### src/sv/hlm_pkg.sv
package hlm_pkg;

  // table size and per-tick result cap
  localparam int SLOTS      = 8;
  localparam int RESULT_CAP = 8;

  localparam int SLOT_W = (SLOTS > 1) ? $clog2(SLOTS) : 1;
  localparam int CNT_W  = $clog2(RESULT_CAP + 1);
  localparam int PROD_W = 48;

  localparam logic [SLOT_W-1:0] SLOT_LAST = SLOT_W'(SLOTS - 1);

  // configuration register indexes
  localparam int CFG_IDX_W = 1;
  localparam logic [CFG_IDX_W-1:0] CFG_TICK_PERIOD     = 1'd0;
  localparam logic [CFG_IDX_W-1:0] CFG_DEFAULT_TIMEOUT = 1'd1;

  localparam logic [15:0] TICK_PERIOD_RST     = 16'd100;
  localparam logic [31:0] DEFAULT_TIMEOUT_RST = 32'd5000;

  // request types
  localparam logic [1:0] REQ_TICK  = 2'd0;
  localparam logic [1:0] REQ_REG   = 2'd1;
  localparam logic [1:0] REQ_UNREG = 2'd2;
  localparam logic [1:0] REQ_HB    = 2'd3;

  // result kinds and codes
  localparam logic KIND_REPLY = 1'b0;
  localparam logic KIND_EVENT = 1'b1;

  localparam logic [1:0] RES_OK       = 2'd0;
  localparam logic [1:0] RES_DUP      = 2'd1;
  localparam logic [1:0] RES_FULL     = 2'd2;
  localparam logic [1:0] RES_NOTFOUND = 2'd3;

  // controller -> datapath
  typedef struct packed {
    logic              start;  // latch request, bump tick counter on a tick
    logic              srch;   // id / free-slot search step at idx
    logic              reply;  // apply request and load reply beat
    logic              mul;    // elapsed * period into product register
    logic              cmp;    // compare product, record change bit at idx
    logic              emit;   // load event beat for idx, flip its flag
    logic [SLOT_W-1:0] idx;
  } cmd_t;

  // datapath -> controller
  typedef struct packed {
    logic out_free;   // output register can take a beat this cycle
    logic emit_pend;  // slot idx has a change to report
  } stat_t;

endpackage

### src/sv/hlm_ctrl.sv
module hlm_ctrl (
  input  logic                clk,
  input  logic                rst,
  input  logic                in_valid,
  input  logic [1:0]          req_type,
  output logic                in_stall,
  input  hlm_pkg::stat_t      stat,
  output hlm_pkg::cmd_t       cmd
);
  import hlm_pkg::*;

  localparam logic [2:0] ST_IDLE  = 3'd0;
  localparam logic [2:0] ST_SRCH  = 3'd1;
  localparam logic [2:0] ST_REPLY = 3'd2;
  localparam logic [2:0] ST_TMUL  = 3'd3;
  localparam logic [2:0] ST_TCMP  = 3'd4;
  localparam logic [2:0] ST_TEMIT = 3'd5;

  logic [2:0]        state, state_next;
  logic [SLOT_W-1:0] idx, idx_next;

  assign in_stall = (state != ST_IDLE);

  always_comb begin
    state_next = state;
    idx_next   = idx;
    cmd        = '0;
    cmd.idx    = idx;
    case (state)
      ST_IDLE: begin
        if (in_valid) begin
          cmd.start  = 1'b1;
          idx_next   = '0;
          state_next = (req_type == REQ_TICK) ? ST_TMUL : ST_SRCH;
        end
      end
      ST_SRCH: begin
        cmd.srch = 1'b1;
        if (idx == SLOT_LAST) begin
          state_next = ST_REPLY;
        end else begin
          idx_next = idx + 1'b1;
        end
      end
      ST_REPLY: begin
        if (stat.out_free) begin
          cmd.reply  = 1'b1;
          state_next = ST_IDLE;
        end
      end
      ST_TMUL: begin
        cmd.mul    = 1'b1;
        state_next = ST_TCMP;
      end
      ST_TCMP: begin
        cmd.cmp = 1'b1;
        if (idx == SLOT_LAST) begin
          idx_next   = '0;
          state_next = ST_TEMIT;
        end else begin
          idx_next   = idx + 1'b1;
          state_next = ST_TMUL;
        end
      end
      ST_TEMIT: begin
        // wait only when there is something to send and no room
        if (!stat.emit_pend || stat.out_free) begin
          cmd.emit = stat.emit_pend;
          if (idx == SLOT_LAST) begin
            state_next = ST_IDLE;
          end else begin
            idx_next = idx + 1'b1;
          end
        end
      end
      default: begin
        state_next = ST_IDLE;
      end
    endcase
  end

  always_ff @(posedge clk) begin
    if (rst) begin
      state <= ST_IDLE;
      idx   <= '0;
    end else begin
      state <= state_next;
      idx   <= idx_next;
    end
  end

endmodule

### src/sv/hlm_datapath.sv
module hlm_datapath (
  input  logic                          clk,
  input  logic                          rst,
  input  logic                          cfg_we,
  input  logic [hlm_pkg::CFG_IDX_W-1:0] cfg_index,
  input  logic [31:0]                   cfg_data,
  input  logic [1:0]                    req_type,
  input  logic [31:0]                   dev_id,
  input  logic [31:0]                   dev_timeout,
  input  hlm_pkg::cmd_t                 cmd,
  output hlm_pkg::stat_t                stat,
  input  logic                          out_stall,
  output logic                          out_valid,
  output logic                          kind,
  output logic [1:0]                    code,
  output logic [31:0]                   dev_id_res,
  output logic                          online,
  output logic                          last
);
  import hlm_pkg::*;

  // configuration
  logic [15:0] tick_period;
  logic [31:0] default_timeout;

  // latched request
  logic [1:0]  req_type_r;
  logic [31:0] req_id;
  logic [31:0] req_tmo;

  // slot table
  logic [SLOTS-1:0] used;
  logic [SLOTS-1:0] online_f;
  logic [31:0]      slot_id   [SLOTS];
  logic [31:0]      slot_tmo  [SLOTS];
  logic [31:0]      slot_seen [SLOTS];
  logic [31:0]      tick_count;

  // search results
  logic              found, free_found;
  logic [SLOT_W-1:0] match_idx, free_idx;

  // tick scan
  logic [PROD_W-1:0] prod;
  logic [SLOTS-1:0]  chg;
  logic [CNT_W-1:0]  cnt;

  logic [31:0]      elapsed;
  logic             now_online;
  logic [SLOTS-1:0] above;
  logic             emit_last;
  logic [1:0]       reply_code;
  logic             do_reg, do_unreg, do_hb;
  logic             load;

  assign elapsed    = tick_count - slot_seen[cmd.idx];
  assign now_online = !(prod >= {16'd0, slot_tmo[cmd.idx]});

  always_comb begin
    for (int j = 0; j < SLOTS; j++) begin
      above[j] = (j > int'(cmd.idx));
    end
  end

  assign emit_last = (cnt == CNT_W'(RESULT_CAP - 1)) || ((chg & above) == '0);

  always_comb begin
    reply_code = RES_OK;
    case (req_type_r)
      REQ_REG: begin
        if (found) begin
          reply_code = RES_DUP;
        end else if (!free_found) begin
          reply_code = RES_FULL;
        end
      end
      REQ_UNREG, REQ_HB: begin
        if (!found) begin
          reply_code = RES_NOTFOUND;
        end
      end
      default: reply_code = RES_OK;
    endcase
  end

  assign do_reg   = cmd.reply && (req_type_r == REQ_REG) && !found && free_found;
  assign do_unreg = cmd.reply && (req_type_r == REQ_UNREG) && found;
  assign do_hb    = cmd.reply && (req_type_r == REQ_HB) && found;

  assign stat.out_free  = !out_valid || !out_stall;
  assign stat.emit_pend = chg[cmd.idx] && (cnt < CNT_W'(RESULT_CAP));

  assign load = cmd.reply || cmd.emit;

  // control state
  always_ff @(posedge clk) begin
    if (rst) begin
      tick_period     <= TICK_PERIOD_RST;
      default_timeout <= DEFAULT_TIMEOUT_RST;
      tick_count      <= '0;
      used            <= '0;
      online_f        <= '0;
      found           <= 1'b0;
      free_found      <= 1'b0;
      cnt             <= '0;
      out_valid       <= 1'b0;
    end else begin
      if (cfg_we) begin
        case (cfg_index)
          CFG_TICK_PERIOD:     tick_period     <= cfg_data[15:0];
          CFG_DEFAULT_TIMEOUT: default_timeout <= cfg_data;
          default: ;
        endcase
      end
      if (cmd.start) begin
        found      <= 1'b0;
        free_found <= 1'b0;
        cnt        <= '0;
        if (req_type == REQ_TICK) begin
          tick_count <= tick_count + 32'd1;
        end
      end
      if (cmd.srch) begin
        if (used[cmd.idx] && (slot_id[cmd.idx] == req_id) && !found) begin
          found <= 1'b1;
        end
        if (!used[cmd.idx] && !free_found) begin
          free_found <= 1'b1;
        end
      end
      if (do_reg) begin
        used[free_idx]     <= 1'b1;
        online_f[free_idx] <= 1'b1;
      end
      if (do_unreg) begin
        used[match_idx]     <= 1'b0;
        online_f[match_idx] <= 1'b0;
      end
      if (cmd.emit) begin
        online_f[cmd.idx] <= ~online_f[cmd.idx];
        cnt               <= cnt + 1'b1;
      end
      // a load only comes when the register is free or drains this cycle
      out_valid <= load || (out_valid && out_stall);
    end
  end

  // payload
  always_ff @(posedge clk) begin
    if (cmd.start) begin
      req_type_r <= req_type;
      req_id     <= dev_id;
      req_tmo    <= dev_timeout;
    end
    if (cmd.srch) begin
      if (used[cmd.idx] && (slot_id[cmd.idx] == req_id) && !found) begin
        match_idx <= cmd.idx;
      end
      if (!used[cmd.idx] && !free_found) begin
        free_idx <= cmd.idx;
      end
    end
    if (do_reg) begin
      slot_id[free_idx]   <= req_id;
      slot_tmo[free_idx]  <= (req_tmo != 32'd0) ? req_tmo : default_timeout;
      slot_seen[free_idx] <= tick_count;
    end
    if (do_hb) begin
      slot_seen[match_idx] <= tick_count;
    end
    if (cmd.mul) begin
      prod <= PROD_W'(elapsed) * PROD_W'(tick_period);
    end
    if (cmd.cmp) begin
      chg[cmd.idx] <= used[cmd.idx] && (now_online != online_f[cmd.idx]);
    end
    if (cmd.reply) begin
      kind       <= KIND_REPLY;
      code       <= reply_code;
      dev_id_res <= req_id;
      online     <= 1'b0;
      last       <= 1'b1;
    end else if (cmd.emit) begin
      kind       <= KIND_EVENT;
      code       <= RES_OK;
      dev_id_res <= slot_id[cmd.idx];
      online     <= ~online_f[cmd.idx];
      last       <= emit_last;
    end
  end

endmodule

### src/sv/heartbeat_liveness_monitor.sv
// Channel   Dir  Handshake             Payload
// input     in   in_valid / in_stall   req_type, dev_id, dev_timeout
// output    out  out_valid / out_stall kind, code, dev_id_res, online, last
// config    in   cfg_we                cfg_index, cfg_data
//
// Register, unregister, heartbeat: the id and free-slot search steps one slot
// per cycle, then the reply beat is loaded.
// Tick: a multiply and a compare step per slot, then one slot per cycle to send
// changes, unless an output stall holds the scan.
// Reset (rst, synchronous) empties the table, zeroes the tick counter and
// loads period 100 ms, default timeout 5000 ms; no clearing pass.
// A result beat waits in the output register under out_stall; the scan
// holds only when it has a new beat and that register is still full.
module heartbeat_liveness_monitor (
  input  logic                          clk,
  input  logic                          rst,
  input  logic                          cfg_we,
  input  logic [hlm_pkg::CFG_IDX_W-1:0] cfg_index,
  input  logic [31:0]                   cfg_data,
  input  logic                          in_valid,
  output logic                          in_stall,
  input  logic [1:0]                    req_type,
  input  logic [31:0]                   dev_id,
  input  logic [31:0]                   dev_timeout,
  output logic                          out_valid,
  input  logic                          out_stall,
  output logic                          kind,
  output logic [1:0]                    code,
  output logic [31:0]                   dev_id_res,
  output logic                          online,
  output logic                          last
);
  import hlm_pkg::*;

  cmd_t  cmd;
  stat_t stat;

  // sequencer: accept, search / scan steps, beat issue
  hlm_ctrl u_ctrl (
    .clk      (clk),
    .rst      (rst),
    .in_valid (in_valid),
    .req_type (req_type),
    .in_stall (in_stall),
    .stat     (stat),
    .cmd      (cmd)
  );

  // slot table, tick counter, config, multiplier and output register
  hlm_datapath u_dp (
    .clk         (clk),
    .rst         (rst),
    .cfg_we      (cfg_we),
    .cfg_index   (cfg_index),
    .cfg_data    (cfg_data),
    .req_type    (req_type),
    .dev_id      (dev_id),
    .dev_timeout (dev_timeout),
    .cmd         (cmd),
    .stat        (stat),
    .out_stall   (out_stall),
    .out_valid   (out_valid),
    .kind        (kind),
    .code        (code),
    .dev_id_res  (dev_id_res),
    .online      (online),
    .last        (last)
  );

endmodule

### config.mk
export PLATFORM = sky130hd
export DESIGN_NAME = heartbeat_liveness_monitor
export DESIGN_NICKNAME = d
export VERILOG_FILES = /design/src/sv/hlm_pkg.sv /design/src/sv/hlm_ctrl.sv /design/src/sv/hlm_datapath.sv /design/src/sv/heartbeat_liveness_monitor.sv
export SDC_FILE = /design/constraint.sdc
export NUM_CORES = 2
export LEC_CHECK = 0
export ABC_AREA = 0
export BUFFER_PORTS_ARGS = -buffer_cell sky130_fd_sc_hd__clkbuf_2
export CAP_MARGIN = 20
export CELL_PAD_IN_SITES_DETAIL_PLACEMENT = 1
export CELL_PAD_IN_SITES_GLOBAL_PLACEMENT = 1
export CORE_MARGIN = 4
export CORE_UTILIZATION = 53
export CTS_CLUSTER_DIAMETER = 40
export DETAILED_ROUTE_END_ITERATION = 8
export PLACE_DENSITY = 0.88
export SYNTH_ARGS = -nofsm -noshare
export SYNTH_HDL_FRONTEND = slang
export SYNTH_SLANG_ARGS = --single-unit
### constraint.sdc
create_clock -name clk -period 10.8 [get_ports clk]
set_clock_uncertainty 0.1 [all_clocks]
set_input_delay 1.62 -clock clk [delete_from_list [all_inputs] [get_ports clk]]
set_output_delay 1.62 -clock clk [all_outputs]
set_load 0.03 [all_outputs]
* Word-level counts from Yosys, hierarchy flattened
Memory sizes are Yosys's and may differ from the RTL's. A register that Yosys moved wholly into a read port is not among the register bits.
Cells that the tools add are included.
** Cells by class
- Muxes and demuxes :: 74
- $add $sub $neg :: 4
- $lt $le $gt $ge :: 15
- Bitwise operators :: 8
- $mul :: 1
- Reductions and logical operators :: 45
- Eq/ne operators :: 17
** Operators with widths (count)
- $mux W32 :: 4
- $mux W8 :: 8
- $mux W3 :: 17
- $ge A48 B32 Y1 :: 1
- $mul A32 B16 Y48 :: 1
- $add A32 B1 Y32 const B :: 1
- $eq A32 B32 Y1 :: 1
- $reduce_bool A32 Y1 :: 1
- $reduce_or A32 Y1 :: 1
- $sub A32 B32 Y32 :: 1
- $mux W1 :: 26
- $and A8 B8 Y8 :: 3
- $pmux W3 S6 :: 1
- $bwmux W8 :: 2
- $logic_and A1 B1 Y1 :: 16
- $or A8 B8 Y8 :: 2
- $gt A3 B3 Y1 const A :: 4
- $lt A3 B4 Y1 const B :: 3
- $mux W2 :: 6
- $pmux W3 S4 :: 1
- $reduce_and A2 Y1 :: 5
- $bmux W1 S3 :: 3
- $demux W1 S3 :: 3
- $eq A3 B3 Y1 const B :: 3
- 29 further kinds :: 50
** Storage, ports and cells
- Register bits after elaboration :: 274
- Memories kept :: 3
- Word-level logic and storage cells :: 190
- Input port bits :: 104
- Memory bits (writable) :: 768
** Memory list
- u_dp.slot_id :: depth 8, bits a word 32, read ports 1, clocked after Yosys merged registers in 1, wr ports 1, line hlm_datapath.sv:34 : logic [31:0] slot_id [SLOTS];
- u_dp.slot_seen :: depth 8, bits a word 32, read ports 1, clocked after Yosys merged registers in 1, wr ports 1, line hlm_datapath.sv:36 : logic [31:0] slot_seen [SLOTS];
- u_dp.slot_tmo :: depth 8, bits a word 32, read ports 1, clocked after Yosys merged registers in 1, wr ports 1, line hlm_datapath.sv:35 : logic [31:0] slot_tmo [SLOTS];

* Longest topological paths before layout
- Word-level depth :: 14
- Depth in mapped cells :: 41
- Depth with buffers taken out :: 35

* By module
From an unflattened synthesis, not the netlist that was laid out.
** Second synthesis, totals
- Cells, all modules :: 4665
- Area total of the unflattened synthesis :: 58843.9 um2
** By module, submodules not included
- hlm_datapath :: cells an instance 4612, times used 1, area an instance 58399.8 um2
- hlm_ctrl :: cells an instance 53, times used 1, area an instance 444.2 um2

* Worst setup path after synthesis
Ideal clock, no wire load.
- Kind :: reg-to-reg
- Start point :: register (tool-made name)
- End point :: register u_dp.prod[45] (data pin)
- Arrival time :: 9.622 ns
- Slack :: 0.817 ns
- Library setup time :: 0.261 ns
- Cell stages (with the launch flop) :: 39
- Required time :: 10.439 ns
- Clock period less this slack :: 9.983 ns
- Path through :: dfxtp_1 buf_6 buf_4 buf_1 buf_2 buf_2 mux4_2 mux2i_1 ha_1 nor2b_1 o21a_1 o21ai_0 a21oi_1 a31o_2 a21o_1 a21oi_1 xnor2_1 clkbuf_1 (+3 left out) fa_1 inv_1 fa_1 inv_1 fa_1 inv_1 fa_1 ha_1 clkbuf_1 a211oi_1 o21ai_0 a31oi_1 o211ai_1 a21oi_1 o21ai_2 a31oi_1 nor3_1 a311o_1
** RTL lines
- end signal, assigned :: line hlm_datapath.sv:172 : prod <= PROD_W'(elapsed) * PROD_W'(tick_period);
- end, declared :: line hlm_datapath.sv:44 : logic [PROD_W-1:0] prod;

==> impl_results.html <==
<table>
<tr><th>Metric</th><th>Value</th></tr>
<tr><th colspan="2">Floorplan</th></tr>
<tr><td>Boundary Pins</td><td>143</td></tr>
<tr><td>Starting density of the core</td><td>0.534</td></tr>
<tr><td>Vert. Die Dim</td><td>339 um</td></tr>
<tr><td>Placeable core region</td><td>109000 um2</td></tr>
<tr><td>Cell Rows</td><td>121</td></tr>
<tr><td>Die X</td><td>339 um</td></tr>
<tr><td>Area of the die</td><td>115000 um2</td></tr>
<tr><th colspan="2">Setup path</th></tr>
<tr><td>Critical path required time</td><td>11.14 ns</td></tr>
<tr><td>Most frequent cell on the critical path</td><td>sky130_fd_sc_hd__fa_1</td></tr>
<tr><td>Capturing element of the worst setup path</td><td>u_dp.prod[42]$_DFFE_PN_</td></tr>
<tr><td>Critical path launch point type</td><td>register</td></tr>
<tr><td>Worst R2R End</td><td>u_dp.prod[42]$_DFFE_PN_</td></tr>
<tr><td>Max stage delay cell, worst path</td><td>sky130_fd_sc_hd__mux4_2</td></tr>
<tr><td>Largest fanout of any net on the critical path</td><td>12</td></tr>
<tr><td>Number of cell instances on the worst register-to-register path</td><td>33</td></tr>
<tr><td>Crit-path max cell delay</td><td>0.55 ns</td></tr>
<tr><td>WS Path Type</td><td>reg2reg</td></tr>
<tr><td>Worst setup EP type</td><td>register</td></tr>
<tr><td>Critical path data arrival time</td><td>11.06 ns</td></tr>
<tr><td>Setup slack on the worst flop-to-flop path</td><td>0.08 ns</td></tr>
<tr><th colspan="2">Final layout</th></tr>
<tr><td>Area occupied by multi-input gates</td><td>25400 um2</td></tr>
<tr><td>Share of layout cells above drive strength 1</td><td>0.157</td></tr>
<tr><td>Register Area</td><td>30200 um2</td></tr>
<tr><td>Relative area change from synthesis to final layout</td><td>12.3%</td></tr>
<tr><td>Filler instances</td><td>10300</td></tr>
<tr><td>Number of nets in the layout</td><td>5148</td></tr>
<tr><th colspan="2">Routing</th></tr>
<tr><td>Number of nets with antenna violations after routing</td><td>0</td></tr>
<tr><td>Drt via density</td><td>6.56</td></tr>
<tr><td>DR vias</td><td>39100</td></tr>
<tr><td>Iter 0 DRT Violations</td><td>5041</td></tr>
<tr><td>Total Routed Length</td><td>191 mm</td></tr>
<tr><td>Drt wl/cell</td><td>32.0 um</td></tr>
<tr><td>Detailed-routing iteration count for the pre-antenna-repair pass</td><td>6</td></tr>
<tr><td>DRC errors left</td><td>0</td></tr>
<tr><th colspan="2">Clock tree</th></tr>
<tr><td>Maximum clock insertion buffer count</td><td>3</td></tr>
<tr><td>Sinks on Clock Net</td><td>1045</td></tr>
<tr><td>Clock tree from TritonCTS</td><td>built</td></tr>
<tr><td>CTS Root Cell</td><td>sky130_fd_sc_hd__clkbuf_16</td></tr>
<tr><td>CTS Hold Bufs</td><td>0</td></tr>
<tr><td>Clock transition at the register clock pins on the worst setup and hold paths after CTS</td><td>0.06 ns</td></tr>
<tr><td>Source-to-sink clock delay at the later pin of the worst-skew pair</td><td>0.75 ns</td></tr>
<tr><td>Level count of the clock H-tree</td><td>4</td></tr>
<tr><td>Inserted Clock Buffers</td><td>132</td></tr>
<tr><th colspan="2">Timing</th></tr>
<tr><td>Post-route minimum period</td><td>10.72 ns</td></tr>
<tr><td>Final hold violation count</td><td>0</td></tr>
<tr><td>Max-slew violation total from the final report</td><td>0</td></tr>
<tr><td>Final Worst Setup Slack</td><td>0.0826 ns</td></tr>
<tr><td>Finish-stage setup viols</td><td>0</td></tr>
<tr><td>Fraction of the cycle the final worst path needs</td><td>0.992</td></tr>
<tr><td>Maximum achievable frequency</td><td>93.3 MHz</td></tr>
<tr><td>Worst slew pin tran</td><td>1.12 ns</td></tr>
<tr><td>Rel. slew slack</td><td>0.246</td></tr>
<tr><td>Unrepaired setup endpoints after global routing</td><td>yes</td></tr>
<tr><th colspan="2">Power and ir drop</th></tr>
<tr><td>Peak ir drop on the vdd network</td><td>0.000186 V</td></tr>
<tr><td>Design Power</td><td>13.8 mW</td></tr>
<tr><td>Standby leakage power</td><td>24.8 nW</td></tr>
<tr><td>PD cells</td><td>211 nW/um2</td></tr>
<tr><th colspan="2">Placed design</th></tr>
<tr><td>Port Buffer Count</td><td>142</td></tr>
<tr><td>Worst Setup Slack post-DPL</td><td>0.338 ns</td></tr>
<tr><td>Post-detail-place hpwl</td><td>111 mm</td></tr>
<tr><td>Gp weighted congestion</td><td>0.883</td></tr>
<tr><th colspan="2">Global routing</th></tr>
<tr><td>Antenna violations before repair</td><td>7</td></tr>
<tr><td>Global-route wire length before repair</td><td>286 mm</td></tr>
<tr><td>Tot GR Track Use</td><td>0.333</td></tr>
<tr><td>Number of global-route vias before repair</td><td>43800</td></tr>
<tr><td>Pin count of the biggest net entering global routing</td><td>129</td></tr>
<tr><td>Global route total overflow</td><td>0</td></tr>
<tr><th colspan="2">Synth</th></tr>
<tr><td>Netlist cell types</td><td>78</td></tr>
<tr><td>Synthesis-stage register bit count</td><td>1045</td></tr>
<tr><td>Mapped cell area</td><td>58000 um2</td></tr>
<tr><td>Synth Flop Type</td><td>sky130_fd_sc_hd__edfxtp_1</td></tr>
<tr><td>Share of the synthesized area in the top cell type</td><td>0.481</td></tr>
<tr><td>Area contributors post-synth</td><td>sky130_fd_sc_hd__edfxtp_1 (48%), sky130_fd_sc_hd__fa_1 (14%), sky130_fd_sc_hd__mux4_2 (7.6%)</td></tr>
<tr><td>Count of mapped cells out of synthesis</td><td>4253</td></tr>
<tr><td>Top-count cell post-synth</td><td>sky130_fd_sc_hd__edfxtp_1</td></tr>
<tr><td>Mapped Nets</td><td>4968</td></tr>
<tr><td>Area leader, netlist</td><td>sky130_fd_sc_hd__edfxtp_1</td></tr>
<tr><td>Sequential element share of the synthesized area</td><td>0.521</td></tr>
<tr><td>Avg Synthesized Cell Area</td><td>13.6 um2</td></tr>
<tr><td>Count of yosys warnings during synthesis</td><td>0</td></tr>
<tr><td>Leading post-synthesis cells by instance count</td><td>sky130_fd_sc_hd__edfxtp_1 (930), sky130_fd_sc_hd__inv_1 (487), sky130_fd_sc_hd__nand2_1 (483)</td></tr>
<tr><td>Count of flip-flops with a built-in enable after synthesis</td><td>930</td></tr>
<tr><td>Ys async rst share</td><td>0</td></tr>
<tr><th colspan="2">Min path</th></tr>
<tr><td>Min-Delay Path Class</td><td>reg2reg</td></tr>
<tr><th colspan="2">Job</th></tr>
<tr><td>Max Cap Viol</td><td>0</td></tr>
<tr><th colspan="2">Status</th></tr>
<tr><td>Outcome</td><td>completed</td></tr>
</table>
per-stage QoR:
stage	instances	setup TNS (ns)	area (um2)	hold slack (ns)	util
final	5959	0	65200	0.358	0.599
after global routing	5956	-0.260	65200	0.396	0.599
after CTS	5954	0	65000	0.359	0.598
after detailed placement	5707	0	60600	0.351	0.557
after global placement	5706	0	60500	0.341	0.557
after floorplan	4253	0	58000	0.334	-
routing by layer:
layer	GRT usage	routed length [um]
met4	0.200	14000
met3	0.0696	16000
met1	0.395	65600
met2	0.564	95100
met5	0	25
report_power, final:
group          internal, mW  total [mW]  switching (mW)
Clock                  2.55        4.49            1.94
Sequential             4.84        5.17           0.333
Combinational          1.52        4.11            2.59
state kept, by name (all words and copies together) (netlist names), 8 cells and up, named ones only:
signal / count
u_dp.slot_id: 256
u_dp.slot_seen: 256
u_dp.slot_tmo: 256
u_dp.prod: 48
u_dp.default_timeout: 32
u_dp.dev_id_res: 32
u_dp.req_id: 32
u_dp.req_tmo: 32
u_dp.tick_count: 32
u_dp.tick_period: 16
u_dp.chg: 8
u_dp.online_f: 8
u_dp.used: 8
area by class of cell:
class,count,area share
Tap cell,1414,0.0272
Multi-Input combinational cell,2531,0.390
Inverter,488,0.0281
Timing Repair Buffer,235,0.0226
Sequential cell,1045,0.464
Clock inverter,86,0.0141
Antenna cell,3,0.000115
Clock buffer,157,0.0536
how the worst min path moves through the flow:
stage,start,end,slack [ns],cells past startpoint
floorplan,u_dp.used[7]$_SDFF_PP0_,u_dp.used[7]$_SDFF_PP0_,0.33,1
global placement,u_dp.used[7]$_SDFF_PP0_,u_dp.used[7]$_SDFF_PP0_,0.34,1
detailed placement,u_dp.default_timeout[0]$_SDFFE_PP0P_,u_dp.default_timeout[0]$_SDFFE_PP0P_,0.35,2
CTS,u_dp.default_timeout[0]$_SDFFE_PP0P_,u_dp.default_timeout[0]$_SDFFE_PP0P_,0.36,2
global route,u_dp.default_timeout[0]$_SDFFE_PP0P_,u_dp.default_timeout[0]$_SDFFE_PP0P_,0.40,2
finish,u_dp.default_timeout[0]$_SDFFE_PP0P_,u_dp.default_timeout[0]$_SDFFE_PP0P_,0.36,2
cell usage in the layout (no fill, tap or decap), drive strengths merged, types with 5 or more instances in the layout:
master / Yosys / final
nand3: 26 / 26
and4: 5 / 5
o21a: 15 / 15
and2: 202 / 202
a31oi: 20 / 20
inv: 487 / 502
nor3: 36 / 36
or3: 11 / 11
and3: 18 / 18
clkbuf: 145 / 298
or2: 6 / 6
a21o: 66 / 66
nor2b: 31 / 31
fa: 419 / 419
nand3b: 15 / 15
clkinvlp: 0 / 10
xnor2: 78 / 78
o211ai: 14 / 14
nand2: 483 / 483
mux4: 196 / 196
o21bai: 10 / 10
dfxtp: 115 / 115
o221ai: 7 / 7
o21ai: 59 / 59
clkinv: 1 / 55
nor4: 27 / 27
edfxtp: 930 / 930
mux2i: 105 / 105
a21oi: 178 / 178
a211oi: 18 / 18
xor2: 51 / 51
nand2b: 17 / 17
nand4: 24 / 24
buf: 44 / 94
nor2: 152 / 152
ha: 192 / 192
bufinv: 0 / 7
repair_timing:
action / in CTS / in global routing
setup endpoints to repair: 7 / 9
pin swaps: 1 / 2
hold endpoints to repair: 0 / 0
resized for setup: 4 / 20
cloned: 0 / 0
buffers inserted: 4 / 2
critical path: cells and delay by family, from the launching register on:
family                     cells  cell delay (ns)
AOI/OAI and AO/OA             13             3.72
xor gates and xnor gates       1             0.20
adders and majority gates      8             3.76
buffers and inverters          5             0.51
DFF                            1             0.42
muxes                          3             0.94
and+or+nand+nor                3             0.78
cells by family (layout without fill, tap and decap cells):
logic type,Yosys count,count (layout),share of synthesized area
multiplexers,304,304,0.0951
adder cells (fa/ha/maj),611,611,0.186
flip-flops,1045,1045,0.521
XOR/XNOR,129,129,0.0195
AO/OA/AOI/OAI,424,424,0.0457
other,0,3,0
AND/OR/NAND/NOR,1063,1063,0.0874
buffers and inverters,677,966,0.0452
Note: power is estimated with default switching activity, not from simulation.
